**src/hdl/sfp_pkg.sv**
```systemverilog
// Shared types, constants and the word layout table for the sensor frame parser.
// Used by every file of the block but sfp_ram; depends on nothing.
package sfp_pkg;

  // Payload store depth and its address width
  localparam int PayloadBytes = 36;
  localparam int AddrW        = $clog2(PayloadBytes);

  // Result words of a good frame
  localparam int NumWords = 17;
  localparam int WordIdW  = 5;
  localparam logic [WordIdW-1:0] LastId = WordIdW'(NumWords - 1);

  // Frame constants
  localparam logic [7:0]  StartByte0 = 8'h42;
  localparam logic [7:0]  StartByte1 = 8'h4D;
  localparam logic [15:0] LenShort   = 16'(2 * 9 + 2);
  localparam logic [15:0] LenMid     = 16'(2 * 13 + 2);
  localparam logic [15:0] LenLong    = 16'(2 * 18 + 2);

  typedef enum logic [1:0] {
    ERR_FIRST    = 2'd0,
    ERR_SECOND   = 2'd1,
    ERR_LENGTH   = 2'd2,
    ERR_CHECKSUM = 2'd3
  } err_code_t;

  // Controller to datapath
  typedef struct packed {
    logic               take;
    logic               load_word;
    logic [WordIdW-1:0] word_id;
  } dp_cmd_t;

  // Datapath to controller
  typedef struct packed {
    logic out_free;
    logic err;
    logic frame_good;
  } dp_status_t;

  typedef struct packed {
    logic             used;
    logic [AddrW-1:0] offset;
  } word_sel_t;

  // Byte offset of the high byte of word id in the chosen layout
  function automatic word_sel_t word_select(logic full, logic [WordIdW-1:0] id);
    word_sel_t s;
    s.used   = 1'b1;
    s.offset = '0;
    if (full) begin
      unique case (id)
        5'd13:   s.offset = AddrW'(6'd27);
        5'd14:   s.offset = AddrW'(6'd30);
        5'd15:   s.offset = AddrW'(6'd32);
        5'd16:   s.offset = AddrW'(6'd34);
        default: s.offset = AddrW'({id, 1'b0});
      endcase
    end else begin
      unique case (id)
        5'd1:    s.offset = AddrW'(6'd0);
        5'd12:   s.offset = AddrW'(6'd2);
        5'd13:   s.offset = AddrW'(6'd5);
        5'd14:   s.offset = AddrW'(6'd8);
        5'd15:   s.offset = AddrW'(6'd10);
        5'd16:   s.offset = AddrW'(6'd12);
        default: s.used   = 1'b0;
      endcase
    end
    return s;
  endfunction

endpackage

```
**src/hdl/sfp_if.sv**
```systemverilog
// Request channels of the sensor frame parser: byte input and result output.
// Depends on sfp_pkg for the field widths.
interface sfp_in_if;
  logic       valid;
  logic       ready;
  logic       opcode;
  logic [7:0] rx_byte;
  modport source (output valid, output opcode, output rx_byte, input ready);
  modport sink   (input valid, input opcode, input rx_byte, output ready);
endinterface

interface sfp_out_if;
  logic                        valid;
  logic                        ready;
  logic                        is_error;
  logic [1:0]                  error_code;
  logic [sfp_pkg::WordIdW-1:0] field_id;
  logic [15:0]                 value;
  logic                        last;
  modport source (output valid, output is_error, output error_code, output field_id,
                  output value, output last, input ready);
  modport sink   (input valid, input is_error, input error_code, input field_id,
                  input value, input last, output ready);
endinterface

```
**src/hdl/sfp_ram.sv**
```systemverilog
// Generic single-write, dual-read RAM with registered read data.
// No dependencies.
module sfp_ram #(
  parameter int Width = 8,
  parameter int Depth = 36
) (
  input  logic                     clk,
  input  logic                     we,
  input  logic [$clog2(Depth)-1:0] waddr,
  input  logic [Width-1:0]         wdata,
  input  logic [$clog2(Depth)-1:0] raddr_a,
  output logic [Width-1:0]         rdata_a,
  input  logic [$clog2(Depth)-1:0] raddr_b,
  output logic [Width-1:0]         rdata_b
);

  logic [Width-1:0] mem [Depth];

  always_ff @(posedge clk) begin
    if (we) begin
      mem[waddr] <= wdata;
    end
    rdata_a <= mem[raddr_a];
    rdata_b <= mem[raddr_b];
  end

endmodule

```
**src/hdl/sfp_ctrl.sv**
```systemverilog
// Sequencer of the sensor frame parser: accepts requests and walks the result words.
// Depends on sfp_pkg.
module sfp_ctrl (
  input  logic                clk,
  input  logic                rst,
  input  logic                in_valid,
  output logic                in_ready,
  input  sfp_pkg::dp_status_t status,
  output sfp_pkg::dp_cmd_t    cmd
);

  typedef enum logic [2:0] {
    S_IDLE  = 3'b001,
    S_FETCH = 3'b010,
    S_LOAD  = 3'b100
  } state_t;

  state_t                      state, state_next;
  logic [sfp_pkg::WordIdW-1:0] word_id;

  assign in_ready      = (state == S_IDLE) && status.out_free;
  assign cmd.take      = in_valid && in_ready;
  assign cmd.load_word = (state == S_LOAD) && status.out_free;
  assign cmd.word_id   = word_id;

  always_comb begin
    state_next = state;
    unique case (state)
      S_IDLE:  if (cmd.take && status.frame_good) state_next = S_FETCH;
      S_FETCH: state_next = S_LOAD;
      S_LOAD: begin
        if (cmd.load_word) begin
          state_next = (word_id == sfp_pkg::LastId) ? S_IDLE : S_FETCH;
        end
      end
      default: state_next = S_IDLE;
    endcase
  end

  always_ff @(posedge clk) begin
    if (rst) begin
      state   <= S_IDLE;
      word_id <= '0;
    end else begin
      state <= state_next;
      if (cmd.take && status.frame_good) begin
        word_id <= '0;
      end else if (cmd.load_word) begin
        word_id <= word_id + 1'b1;
      end
    end
  end

  a_burst_start: assert property (@(posedge clk) disable iff (rst)
    (cmd.take && status.frame_good) |=> (state == S_FETCH && word_id == '0))
    else $error("burst did not start at word zero");

  a_burst_end: assert property (@(posedge clk) disable iff (rst)
    (cmd.load_word && word_id == sfp_pkg::LastId) |=> (state == S_IDLE))
    else $error("sequencer did not return to idle after the last word");

  a_word_range: assert property (@(posedge clk) disable iff (rst)
    (state != S_IDLE) |-> (word_id <= sfp_pkg::LastId))
    else $error("word index beyond the layout");

endmodule

```
**src/hdl/sfp_datapath.sv**
```systemverilog
// Datapath of the sensor frame parser: framing registers, checksum, payload store
// and output register. Depends on sfp_pkg and sfp_ram.
module sfp_datapath (
  input  logic                        clk,
  input  logic                        rst,
  input  logic                        read_mode_we,
  input  logic                        read_mode_wdata,
  input  logic                        in_opcode,
  input  logic [7:0]                  in_rx_byte,
  input  sfp_pkg::dp_cmd_t            cmd,
  output sfp_pkg::dp_status_t         status,
  input  logic                        out_ready,
  output logic                        out_valid,
  output logic                        is_error,
  output logic [1:0]                  error_code,
  output logic [sfp_pkg::WordIdW-1:0] field_id,
  output logic [15:0]                 value,
  output logic                        last
);

  localparam int AddrW = sfp_pkg::AddrW;

  logic                      read_mode;
  logic                      sticky;
  logic [5:0]                pos;
  logic [15:0]               sum;
  logic [7:0]                len_hi;
  logic [5:0]                frame_len;
  logic [7:0]                chk_hi;
  logic [sfp_pkg::PayloadBytes-1:0] valid_bits;

  logic [5:0]                pos_next;
  logic [15:0]               sum_next;
  logic [7:0]                len_hi_next;
  logic [5:0]                frame_len_next;
  logic [7:0]                chk_hi_next;
  logic                      err_raw;
  logic                      good_raw;
  logic                      store_raw;
  sfp_pkg::err_code_t        err_code;
  logic [15:0]               len_full;
  logic [5:0]                pay_idx;
  logic [6:0]                pos_ext;
  logic [6:0]                len_ext;
  logic                      byte_live;
  logic                      mem_we;

  sfp_pkg::word_sel_t        sel;
  logic [AddrW-1:0]          raddr_a;
  logic [AddrW-1:0]          raddr_b;
  logic [7:0]                rdata_a;
  logic [7:0]                rdata_b;
  logic                      hi_valid;
  logic                      lo_valid;
  logic [15:0]               word_value;

  assign len_full = {len_hi, in_rx_byte};
  assign pay_idx  = pos - 6'd4;
  assign pos_ext  = {1'b0, pos};
  assign len_ext  = {1'b0, frame_len};

  // Decode one received byte against the current framing position
  always_comb begin
    pos_next       = pos + 6'd1;
    sum_next       = sum;
    len_hi_next    = len_hi;
    frame_len_next = frame_len;
    chk_hi_next    = chk_hi;
    err_raw        = 1'b0;
    good_raw       = 1'b0;
    store_raw      = 1'b0;
    err_code       = sfp_pkg::ERR_FIRST;
    priority if (pos == 6'd0) begin
      err_raw  = (in_rx_byte != sfp_pkg::StartByte0);
      err_code = sfp_pkg::ERR_FIRST;
      sum_next = {8'd0, in_rx_byte};
    end else if (pos == 6'd1) begin
      err_raw  = (in_rx_byte != sfp_pkg::StartByte1);
      err_code = sfp_pkg::ERR_SECOND;
      sum_next = sum + {8'd0, in_rx_byte};
    end else if (pos == 6'd2) begin
      sum_next    = sum + {8'd0, in_rx_byte};
      len_hi_next = in_rx_byte;
    end else if (pos == 6'd3) begin
      err_raw = !((len_full == sfp_pkg::LenShort) || (len_full == sfp_pkg::LenMid) ||
                  (len_full == sfp_pkg::LenLong));
      err_code       = sfp_pkg::ERR_LENGTH;
      sum_next       = sum + {8'd0, in_rx_byte};
      frame_len_next = in_rx_byte[5:0];
    end else if (pos_ext == len_ext + 7'd2) begin
      chk_hi_next = in_rx_byte;
    end else if (pos_ext == len_ext + 7'd3) begin
      pos_next = '0;
      err_code = sfp_pkg::ERR_CHECKSUM;
      err_raw  = ({chk_hi, in_rx_byte} != sum);
      good_raw = !err_raw;
    end else begin
      sum_next  = sum + {8'd0, in_rx_byte};
      store_raw = ({1'b0, pay_idx} < 7'(sfp_pkg::PayloadBytes));
    end
  end

  assign byte_live         = !in_opcode && !sticky;
  assign status.err        = byte_live && err_raw;
  assign status.frame_good = byte_live && good_raw;
  assign status.out_free   = !out_valid || out_ready;
  assign mem_we            = cmd.take && byte_live && store_raw;

  always_ff @(posedge clk) begin
    if (rst) begin
      read_mode  <= 1'b0;
      sticky     <= 1'b0;
      pos        <= '0;
      sum        <= '0;
      len_hi     <= '0;
      frame_len  <= '0;
      chk_hi     <= '0;
      valid_bits <= '0;
    end else begin
      if (read_mode_we) begin
        read_mode <= read_mode_wdata;
      end
      if (cmd.take) begin
        if (in_opcode) begin
          sticky <= 1'b0;
          pos    <= '0;
        end else if (!sticky) begin
          if (err_raw) begin
            sticky <= 1'b1;
            pos    <= '0;
          end else begin
            pos       <= pos_next;
            sum       <= sum_next;
            len_hi    <= len_hi_next;
            frame_len <= frame_len_next;
            chk_hi    <= chk_hi_next;
          end
        end
      end
      if (mem_we) begin
        valid_bits[pay_idx[AddrW-1:0]] <= 1'b1;
      end
    end
  end

  // Word readout: both bytes of a word in one read
  assign sel     = sfp_pkg::word_select(read_mode, cmd.word_id);
  assign raddr_a = sel.offset;
  assign raddr_b = sel.offset + 1'b1;

  sfp_ram #(
    .Width (8),
    .Depth (sfp_pkg::PayloadBytes)
  ) u_store (
    .clk     (clk),
    .we      (mem_we),
    .waddr   (pay_idx[AddrW-1:0]),
    .wdata   (in_rx_byte),
    .raddr_a (raddr_a),
    .rdata_a (rdata_a),
    .raddr_b (raddr_b),
    .rdata_b (rdata_b)
  );

  // Track whether each byte read was ever written; unwritten bytes read as zero
  always_ff @(posedge clk) begin
    hi_valid <= valid_bits[raddr_a];
    lo_valid <= valid_bits[raddr_b];
  end

  assign word_value = sel.used ? {rdata_a & {8{hi_valid}}, rdata_b & {8{lo_valid}}} : 16'd0;

  always_ff @(posedge clk) begin
    if (rst) begin
      out_valid <= 1'b0;
    end else if ((cmd.take && status.err) || cmd.load_word) begin
      out_valid <= 1'b1;
    end else if (out_ready) begin
      out_valid <= 1'b0;
    end
  end

  always_ff @(posedge clk) begin
    if (cmd.take && status.err) begin
      is_error   <= 1'b1;
      error_code <= err_code;
      field_id   <= '0;
      value      <= '0;
      last       <= 1'b1;
    end else if (cmd.load_word) begin
      is_error   <= 1'b0;
      error_code <= sfp_pkg::ERR_FIRST;
      field_id   <= cmd.word_id;
      value      <= word_value;
      last       <= (cmd.word_id == sfp_pkg::LastId);
    end
  end

  a_error_result: assert property (@(posedge clk) disable iff (rst)
    (cmd.take && status.err) |=> (sticky && out_valid && is_error && last))
    else $error("error request did not raise sticky error and result");

  a_no_overwrite: assert property (@(posedge clk) disable iff (rst)
    (out_valid && !out_ready) |=> (out_valid && $stable(value) && $stable(field_id)))
    else $error("pending result overwritten");

endmodule

```
**src/hdl/sensor_frame_parser.sv**
```systemverilog
// Sensor frame parser: validates received frames and bursts out the measurement words.
// Top level; depends on sfp_pkg, sfp_if, sfp_ctrl and sfp_datapath.
// Errors: an error result is presented in the cycle after the byte that causes it.
// Throughput: one byte request per cycle while the output register is free and no
//   burst runs; the closing checksum byte of a good frame starts a burst of 17 words,
//   each a store read then an output load, and no byte is taken until the burst ends.
// Reset (rst, synchronous, active high): clears the sequencer, sticky error, framing,
//   checksum and read_mode, and the per-byte written flags so the store reads as zero.
module sensor_frame_parser (
  input  logic             clk,
  input  logic             rst,
  input  logic             cfg_we,
  input  logic             cfg_wdata,
  sfp_in_if.sink           in_ch,
  sfp_out_if.source        out_ch
);

  sfp_pkg::dp_cmd_t    cmd;
  sfp_pkg::dp_status_t status;

  // Sequencer: takes byte and clear requests, then walks word ids for a good frame
  sfp_ctrl u_ctrl (
    .clk      (clk),
    .rst      (rst),
    .in_valid (in_ch.valid),
    .in_ready (in_ch.ready),
    .status   (status),
    .cmd      (cmd)
  );

  // Datapath: frame checks, running sum, payload store and the result register
  sfp_datapath u_dp (
    .clk             (clk),
    .rst             (rst),
    .read_mode_we    (cfg_we),
    .read_mode_wdata (cfg_wdata),
    .in_opcode       (in_ch.opcode),
    .in_rx_byte      (in_ch.rx_byte),
    .cmd             (cmd),
    .status          (status),
    .out_ready       (out_ch.ready),
    .out_valid       (out_ch.valid),
    .is_error        (out_ch.is_error),
    .error_code      (out_ch.error_code),
    .field_id        (out_ch.field_id),
    .value           (out_ch.value),
    .last            (out_ch.last)
  );

endmodule

```
**src/flat_wrapper.sv**
```systemverilog
// flat-port wrapper written by rule: the top's interface ports become plain ports
module sensor_frame_parser_flat 
  (clk, rst, cfg_we, cfg_wdata, in_ch_valid, in_ch_opcode, in_ch_rx_byte, in_ch_ready, out_ch_valid, out_ch_is_error, out_ch_error_code, out_ch_field_id, out_ch_value, out_ch_last, out_ch_ready);
  sfp_in_if in_ch_i ();
  sfp_out_if out_ch_i ();
  input  logic clk;
  input  logic rst;
  input  logic cfg_we;
  input  logic cfg_wdata;
  input wire logic [$bits(in_ch_i.valid)-1:0] in_ch_valid;
  input wire logic [$bits(in_ch_i.opcode)-1:0] in_ch_opcode;
  input wire logic [$bits(in_ch_i.rx_byte)-1:0] in_ch_rx_byte;
  output wire logic [$bits(in_ch_i.ready)-1:0] in_ch_ready;
  output wire logic [$bits(out_ch_i.valid)-1:0] out_ch_valid;
  output wire logic [$bits(out_ch_i.is_error)-1:0] out_ch_is_error;
  output wire logic [$bits(out_ch_i.error_code)-1:0] out_ch_error_code;
  output wire logic [$bits(out_ch_i.field_id)-1:0] out_ch_field_id;
  output wire logic [$bits(out_ch_i.value)-1:0] out_ch_value;
  output wire logic [$bits(out_ch_i.last)-1:0] out_ch_last;
  input wire logic [$bits(out_ch_i.ready)-1:0] out_ch_ready;
  assign in_ch_i.valid = in_ch_valid;
  assign in_ch_i.opcode = in_ch_opcode;
  assign in_ch_i.rx_byte = in_ch_rx_byte;
  assign in_ch_ready = in_ch_i.ready;
  assign out_ch_valid = out_ch_i.valid;
  assign out_ch_is_error = out_ch_i.is_error;
  assign out_ch_error_code = out_ch_i.error_code;
  assign out_ch_field_id = out_ch_i.field_id;
  assign out_ch_value = out_ch_i.value;
  assign out_ch_last = out_ch_i.last;
  assign out_ch_i.ready = out_ch_ready;
  sensor_frame_parser u_core (.clk(clk), .rst(rst), .cfg_we(cfg_we), .cfg_wdata(cfg_wdata), .in_ch(in_ch_i), .out_ch(out_ch_i));
endmodule
```
**config.mk**
```make
export PLATFORM = sky130hd
export DESIGN_NAME = sensor_frame_parser_flat
export DESIGN_NICKNAME = d
export VERILOG_FILES = /design/src/hdl/sfp_pkg.sv /design/src/hdl/sfp_if.sv /design/src/hdl/sfp_ram.sv /design/src/hdl/sfp_ctrl.sv /design/src/hdl/sfp_datapath.sv /design/src/hdl/sensor_frame_parser.sv /design/src/flat_wrapper.sv
export SDC_FILE = /design/constraint.sdc
export NUM_CORES = 1
export LEC_CHECK = 0
export BUFFER_PORTS_ARGS = -buffer_cell sky130_fd_sc_hd__buf_2
export CAP_MARGIN = 30
export CORE_AREA = 2 2 183 185
export CTS_BUF_LIST = sky130_fd_sc_hd__clkbuf_4
export DETAILED_ROUTE_END_ITERATION = 12
export DIE_AREA = 0 0 185 187
export GPL_TIMING_DRIVEN = 0
export HOLD_SLACK_MARGIN = 0.03
export MAX_ROUTING_LAYER = met4
export PLACE_DENSITY = 0.93
export SLEW_MARGIN = 20
export SYNTH_ARGS = -nofsm -noshare
export SYNTH_HDL_FRONTEND = slang
export SYNTH_SLANG_ARGS = --single-unit
```
**constraint.sdc**
```tcl
create_clock -name clk -period 5.88 [get_ports clk]
set_input_delay 0.294 -clock clk [delete_from_list [all_inputs] [get_ports clk]]
set_output_delay 0.294 -clock clk [all_outputs]
set_load 0.01 [all_outputs]
```
==> results by group, run 1 <==
Run status
  – Status: finished clean

Detailed routing
  – Wire per inst: about 28 um
  – 1st-iter DRT viols: around 3300
  – Via density: 6.84
  – Via count: around 19000
  – DRC Markers: 0
  – Initial DRT Pass Iterations: 8
  – Post-route ant nets: 0
  – Routed WL: around 75 mm

Global routing
  – Gr usage total: 0.445
  – Largest net degree at the start of global routing: 45
  – Total grt overflow: 0
  – First-pass GRT wire length: around 110 mm
  – Vias in the first global route: roughly 17000
  – Initial antenna violation count: 2

Clock network
  – CTS tree: done
  – Clk_lat worst skew: 0.87 ns
  – TritonCTS Buffers: about 110
  – Reg clk slew, reported paths: about 0.07 ns
  – Htree depth: 3
  – Clock Path Buffers: 3
  – # clock sinks: between 400 and 500
  – Clk root buf: clkbuf_4

Die
  – Die W: between 150 and 200 um
  – Initial core utilization: 0.637
  – Core Rows: 67
  – Die height: ~190 um
  – I/O pin count: 42
  – Core Area: roughly 33000 um^2
  – Full die area: around 35000 um^2

Place
  – Final GP Congestion: approximately 1.0
  – Port-buffer cells: 40
  – DP HPWL: just over 50 mm

Timing
  – Clock skew: 0.0889 ns
  – Final period util: 0.999
  – Max Slew Vio Count: 0
  – Rel. slew slack: 0.262
  – Setup violators final: 0
  – Crit path time final: between 5 and 6 ns
  – Setup TNS: 0 ns
  – Worst Tran Pin Value: around 1.1 ns
  – RSZ-0062 raised after global routing: false
  – Fin. Hold Viols: 0
  – Max Fclk: about 170 MHz

Worst setup path
  – FF-to-FF End: u_core.u_dp.u_store.rdata_b[4]
  – WP depth: 22
  – Critical path cell sequence: clkbuf_1 > inv_1 > ha_1 > nand2b_1 > o2111ai_1 > nand2_1 > inv_1 > clkbuf_2 > buf_4 > buf_2 > ha_1 > inv_1 > o31a_1 > a221oi_4 > buf_12 > buf_4 > buf_4 > mux2i_1 > a2111oi_0 > buf_1 > o32ai_1 > o21ai_1
  – Critical Path Sink Type: register
  – Buf+Inv Stages, Crit Path: 11
  – Crit path launch type: register
  – Cell count of the worst reg-to-reg path: 22
  – Worst reg-to-reg setup slack: 0.008 ns
  – WP data required: approximately 6.7 ns
  – Crit. Startpoint: u_core.u_ctrl.word_id[4]
  – Crit-path max FO: 19
  – Slowest stage cell, crit path: a2111oi_0
  – Reg2reg start: u_core.u_ctrl.word_id[4]
  – Worst path max stage delay: a little over 0.6 ns
  – CP arrival: around 6.7 ns
  – Critical path's top delay family: buffers and inverters
  – Critical path type: register to register

Yosys
  – Synth Area in Simple Gates: 0.184
  – Dominant synthesized flop cell: edfxtp_1
  – Register bit total from synthesis: between 400 and 500
  – Post-synthesis mux area share: 0.0974
  – Distinct cell type count after synthesis: between 70 and 80
  – Area fraction of the dominant cell type after synthesis: 0.416
  – Synth area leaders: edfxtp_1 42%, dfxtp_1 13%, nand2_1 7.0%
  – Yosys Warn Count: 0
  – Syn Area/Cell: 10.5 um^2
  – Sequential share of the synthesized area: 0.542
  – Largest family of logic cells by synthesized area: simple AND/OR/NAND/NOR gates
  – Post-synthesis adder-cell area fraction: 0.0159
  – Leading area contributor after synthesis: edfxtp_1
  – EDFF count, synth: 290
  – XOR/XNOR Fraction of Synth Area: 0.0146
  – Synth Instances: around 2000
  – Asr flop ratio synth: 0
  – Mapped Area: between 20000 and 25000 um^2
  – Syn nets: about 2000
  – Synth Area in Compound Gates: 0.111

Power and ir drop
  – Max VDD drop: between 0.15 and 0.2 mV
  – Total power: 6.33 mW
  – PD cells: 268 nW/um^2
  – Leak: slightly below 9 nW

Cells and area
  – # nets final: 2214
  – Share of layout cells above drive strength 1: 0.167
  – Commonest non-fill, non-tap cell in the layout: nand2_1
  – Area Overhead vs Synth: 13.0%
  – Commonest cells after routing, fill and taps aside: 391 x nand2_1, 290 x edfxtp_1, 169 x clkbuf_4, 148 x nor2_1, 137 x nand3_1

Hold path
  – Hold Path Stages: 5
  – Worst Hold Class: input port to register
  – WHS Endpoint: u_core.u_dp.is_error
  – Hold path start: in_ch_valid

Flow run
  – MaxCap Viol Count: 0
## cells by family after synthesis
| group | count (synthesis) |
|---|---|
| and+or+nand+nor | 848 |
| DFF | 422 |
| AOI/OAI and AO/OA | 332 |
| buffers and inverters | 167 |
| muxes | 163 |
| xor gates and xnor gates | 35 |
| adders and majority gates | 26 |
## worst max path at each step
stage / to / slack (ns)
final: u_core.u_dp.u_store.rdata_b[4] / 0.008
after global routing: u_core.u_dp.u_store.rdata_b[2] / 0.01
after CTS: u_core.u_dp.u_store.rdata_b[2] / 0.06
after detailed placement: u_core.u_dp.u_store.rdata_b[3] / -1.23
after global placement: u_core.u_dp.u_store.rdata_b[0] / -1.27
after floorplan: u_core.u_dp.u_store.rdata_b[6] / 1.43
## worst reg2reg max path, delay by kind of cell, from the launching register on
family	cells	cell delay (ns)
buffers and inverters	11	2.91
AOI/OAI and AO/OA	6	1.50
adders and majority gates	2	0.63
DFF	1	0.36
and+or+nand+nor	2	0.30
muxes	1	0.12
## Yosys cell counts (6+ instances only)
library cell / n
mux2i_1: 99
o32ai_1: 8
nand3_1: 137
or3_1: 20
a311oi_1: 27
a311o_1: 16
xor2_1: 14
ha_1: 25
a221o_1: 7
mux4_2: 29
mux2_2: 33
nor3_1: 24
nor4_1: 6
and2_1: 6
nor2b_1: 22
a21oi_1: 101
a22o_1: 15
o211ai_1: 13
clkbuf_1: 81
o21ai_1: 6
and3_1: 50
a2111oi_0: 14
buf_2: 27
dfxtp_1: 132
nand2_1: 391
o22ai_1: 18
o21ai_0: 19
a211oi_1: 29
buf_1: 15
nand4_1: 9
nand2b_1: 10
nor2_1: 148
a31oi_1: 20
xnor2_1: 21
edfxtp_1: 290
buf_4: 8
inv_1: 29
## per-layer routing
layer / vias to the layer above / part of all wire / track usage
met1: 8684 / 0.35 / 0.552
met5: - / 0 / -
met2: 1737 / 0.42 / 0.623
met4: 0 / 0.068 / 0.253
met3: 371 / 0.16 / 0.168
li1: 7784 / - / -
## metrics by stage
| stage | setup WS (ns) | hold WS (ns) | cell area, um^2 | utilization | std cells |
|---|---|---|---|---|---|
| 6_report | 0.00817 | 0.115 | 23700 | 0.720 | 2715 |
| 3_5_place_dp | -1.23 | 0.428 | 21800 | 0.663 | 2492 |
| 3_3_place_gp | -1.27 | 0.422 | 21700 | 0.660 | 2481 |
| 4_1_cts | 0.0627 | 0.0894 | 23400 | 0.712 | 2701 |
| 2_1_floorplan | 1.43 | 0.391 | 20900 | - | 1993 |
| 5_1_grt | 0.0106 | 0.177 | 23700 | 0.720 | 2715 |
## power breakdown
part | switching (mW) | leakage, nW | total [mW] | internal [mW]
Clock | 1.28 | 0.883 | 2.70 | 1.43
Combinational | 0.307 | 4.37 | 0.437 | 0.130
Sequential | 0.00677 | 3.68 | 3.19 | 3.18
## repair_timing
item,in CTS,in global routing
hold buffers,6,4
setup endpoints to repair,9,9
setup buffers,2,0
gates resized for setup,24,18
endpoints found under the hold margin,11,49
pin swaps,1,0
## cell type report
class / instances / area (um^2)
flip-flops and latches: 422 / 11400
fillers: 2406 / 9200
multi-input cells: 1404 / 8960
clock buffers: 167 / 1250
plain buffers: 135 / 643
well taps: 448 / 561
repair buffers: 71 / 541
clock inverters: 35 / 229
inverters: 31 / 116
diodes: 2 / 5.00
## state kept, by name, indices dropped and copies added, names as in the netlist, 2 cells and up
signal / count
u_core.u_dp.field_id: 5
u_core.u_dp.u_store.rdata_a: 8
u_core.u_dp.len_hi: 8
u_core.u_ctrl.state: 3
u_core.u_dp.frame_len: 6
u_core.u_dp.pos: 6
u_core.u_dp.chk_hi: 8
u_core.u_dp.u_store.rdata_b: 8
u_core.u_dp.value: 16
u_core.u_dp.error_code: 2
u_core.u_dp.sum: 16
u_core.u_dp.u_store.mem: 288
u_core.u_dp.valid_bits: 36
u_core.u_ctrl.word_id: 5
Power figures use the tool's default switching activity.
==> run 2, diff against run 1 <==
--- a/config.mk
+++ b/config.mk
@@ -9,6 +9,6 @@
 export CAP_MARGIN = 30
-export CORE_AREA = 2 2 183 185
+export CORE_AREA = 2 2 184 186
 export CTS_BUF_LIST = sky130_fd_sc_hd__clkbuf_4
 export DETAILED_ROUTE_END_ITERATION = 12
-export DIE_AREA = 0 0 185 187
+export DIE_AREA = 0 0 186 188
 export GPL_TIMING_DRIVEN = 0
@@ -17,2 +17,3 @@
 export PLACE_DENSITY = 0.93
+export REMOVE_ABC_BUFFERS = 1
 export SLEW_MARGIN = 20
@@ -20,2 +21,3 @@
 export SYNTH_HDL_FRONTEND = slang
+export SYNTH_HIERARCHICAL = 1
 export SYNTH_SLANG_ARGS = --single-unit
--- a/constraint.sdc
+++ b/constraint.sdc
@@ -3,2 +3,2 @@
 set_output_delay 0.294 -clock clk [all_outputs]
-set_load 0.01 [all_outputs]
+set_load 0.005 [all_outputs]
==> results by group, run 2 <==
Yosys
  – Yosys Warn Count: 6 (+6)
  – Synth Instances: 1708 (-14%)
  – Mapped Area: 21100 um^2 (+0.82%)
  – Syn Area/Cell: 12.4 um^2 (+18%)

Place
  – DP Worst Slack: 0.151 ns (+1.38 ns)
  – Post-DP Area: 21600 um^2 (-0.68%)
  – Final GP Congestion: 0.902 (-14%)
  – DP HPWL: 35.0 mm (-32%)
  – Port-buffer cells: 41 (+2.5%)

Timing
  – Clock skew: 0.0837 ns (-0.00523 ns)
  – Max Slew Vio Count: 0 (unchanged)
  – Worst Tran Pin Value: 1.11 ns (+0.00238 ns)
  – Setup violators final: 0 (unchanged)
  – Max Fclk: 181 MHz (+6.4%)
  – Setup ws final: 0.360 ns (+0.352 ns)
  – Crit path time final: 5.52 ns (-0.352 ns)
  – RSZ-0062 raised after global routing: false
  – Rel. slew slack: 0.258 (-0.00432)
  – Final period util: 0.939 (-0.0598)
  – Fin. Hold Viols: 0 (unchanged)

Clock network
  – Clk_lat worst skew: 0.84 ns (-0.03 ns)
  – Clk root buf: clkbuf_4
  – Reg clk slew, reported paths: 0.08 ns (about the same)
  – Clock Path Buffers: 3 (unchanged)
  – CTS tree: done
  – Htree depth: 3 (unchanged)
  – TritonCTS Buffers: 104 (-3.7%)
  – # clock sinks: 422 (unchanged)

Detailed routing
  – Initial DRT Pass Iterations: 6 (-2)
  – DRC Markers: 0 (unchanged)
  – Routed WL: 55.5 mm (-26%)
  – Via count: 15700 (-15%)
  – Post-route ant nets: 0 (unchanged)
  – Wire per inst: 24.0 um (-13%)
  – 1st-iter DRT viols: 2251 (-32%)
  – Via density: 6.81 (-0.53%)

Cells and area
  – Share of layout cells above drive strength 1: 0.173 (+0.00579)
  – Register with the highest flop count: u_core/u_dp/u_store/mem
  – Design Area, Final: 23100 um^2 (-2.2%)
  – Area Overhead vs Synth: 9.61%
  – Commonest cells after routing, fill and taps aside: 305 x mux2i_1, 290 x edfxtp_1, 159 x clkbuf_4, 144 x nor2_1, 132 x dfxtp_1
  – Commonest non-fill, non-tap cell in the layout: mux2i_1
  – Max reg flops: 288 (unchanged)
  – Top flop regs: u_core/u_dp/u_store/mem (288), u_core/u_dp/valid_bits (36)
  – Final Util: 0.699 (-0.0215)
  – # nets final: 1808 (-18%)
  – Filler cells: 2139 (-11%)

Worst setup path
  – Critical Path Sink Type: register
  – WP data required: 6.51 ns (-0.16 ns)
  – Worst path max stage delay: 0.69 ns (+0.07 ns)
  – Crit-path max FO: 65 (+46)
  – Cell count of the worst reg-to-reg path: 15 (-32%)
  – FF-to-FF End: u_core/u_dp/u_store/rdata_b[4]
  – Reg2reg start: u_core/u_ctrl/word_id[0]
  – Worst reg-to-reg setup slack: 0.36 ns (+0.35 ns)
  – CP most frequent cell: buf_16
  – Critical path cell sequence: or3b_1 > or2_4 > buf_16 > buf_12 > clkinv_4 > buf_16 > ha_1 > nor3_1 > nor2_4 > nor2b_4 > buf_16 > a22o_1 > a221oi_2 > o22ai_1 > o41ai_2
  – CP arrival: 6.15 ns (-0.51 ns)
  – Critical path type: register to register
  – Crit path launch type: register
  – Worst setup path end: u_core/u_dp/u_store/rdata_b[4]
  – Slowest stage cell, crit path: dfxtp_1
  – Crit. Startpoint: u_core/u_ctrl/word_id[0]

Global routing
  – Gr usage total: 0.326 (-0.119)
  – Initial antenna violation count: 2 (unchanged)
  – First-pass GRT wire length: 84.4 mm (-22%)
  – Largest net degree at the start of global routing: 66 (+47%)
  – Total grt overflow: 0 (unchanged)
  – Vias in the first global route: 15500 (-11%)

Die
  – I/O pin count: 42 (unchanged)
  – Core Rows: 67 (unchanged)
  – Full die area: 35000 um^2 (+1.1%)
  – Initial core utilization: 0.637 (about the same)
  – Die height: 188 um (+0.53%)
  – Core Area: 33100 um^2 (+0.77%)
  – Die W: 186 um (+0.54%)

Power and ir drop
  – Total power: 5.79 mW (-8.6%)
  – Max VDD drop: 0.159 mV (-11%)
  – PD cells: 250 nW/um^2 (-6.5%)
  – Leak: 8.56 nW (-4.2%)

Run status
  – Status: finished clean

Flow run
  – MaxCap Viol Count: 0 (unchanged)

Hold path
  – Hold path start: in_ch_rx_byte[1]
  – Worst Hold Class: input port to register
-- run 2: power by group --
part	switching, mW	total (mW)	internal (mW)
Clock	1.20	2.53	1.32
Combinational	0.0709	0.0911	0.0202
Sequential	0.00250	3.17	3.17
-- run 2: cell type report --
cell class	count	area [um^2]	share of cell area
inverters	35	136	0.00590
well taps	448	561	0.0242
multi-input cells	1137	8930	0.386
flip-flops and latches	422	11400	0.491
diodes	2	5.00	0.000216
clock inverters	36	201	0.00871
clock buffers	159	1190	0.0516
repair buffers	70	748	0.0323
-- run 2: worst min path at each step --
| stage | endpoint | cells past startpoint |
|---|---|---|
| after floorplan | u_core/u_dp/out_valid | 1 |
| after global placement | u_core/u_dp/value[4] | 1 |
| after detailed placement | u_core/u_dp/value[14] | 1 |
| after CTS | u_core/u_dp/u_store/mem[35][0] | 1 |
| after global routing | u_core/u_dp/u_store/mem[7][7] | 1 |
| final | u_core/u_dp/u_store/mem[33][1] | 1 |
-- run 2: metrics by stage --
step	hold WS [ns]	cells	setup TNS [ns]
finish	0.146	2309	0
floorplan	0.363	1594	-105.13
detailed placement	0.426	2101	0
global placement	0.424	2083	-171.09
CTS	0.118	2303	0
global route	0.140	2309	0
-- run 2: worst max-delay path, delay by kind of cell, from the launching register on --
kind                       cells  cell delay, ns
and+or+nand+nor                5            2.06
buffers and inverters          5            1.38
AOI/OAI and AO/OA              4            0.86
DFF                            1            0.69
adders and majority gates      1            0.28
-- run 2: timing repair --
action                                  CTS  global route
resized for setup                         0             1
setup buffers                             0             0
hold buffers                              7             0
hold endpoints to repair                 45             0
endpoints found under the setup margin    0             6
-- run 2: metal layers --
layer / routed length (um) / vias to the layer above / track usage
li1: - / 6783 / -
met1: 19700 / 7557 / 0.383
met2: 26500 / 1095 / 0.512
met3: 6160 / 279 / 0.0771
met4: 3210 / 0 / 0.185
met5: 0 / - / -
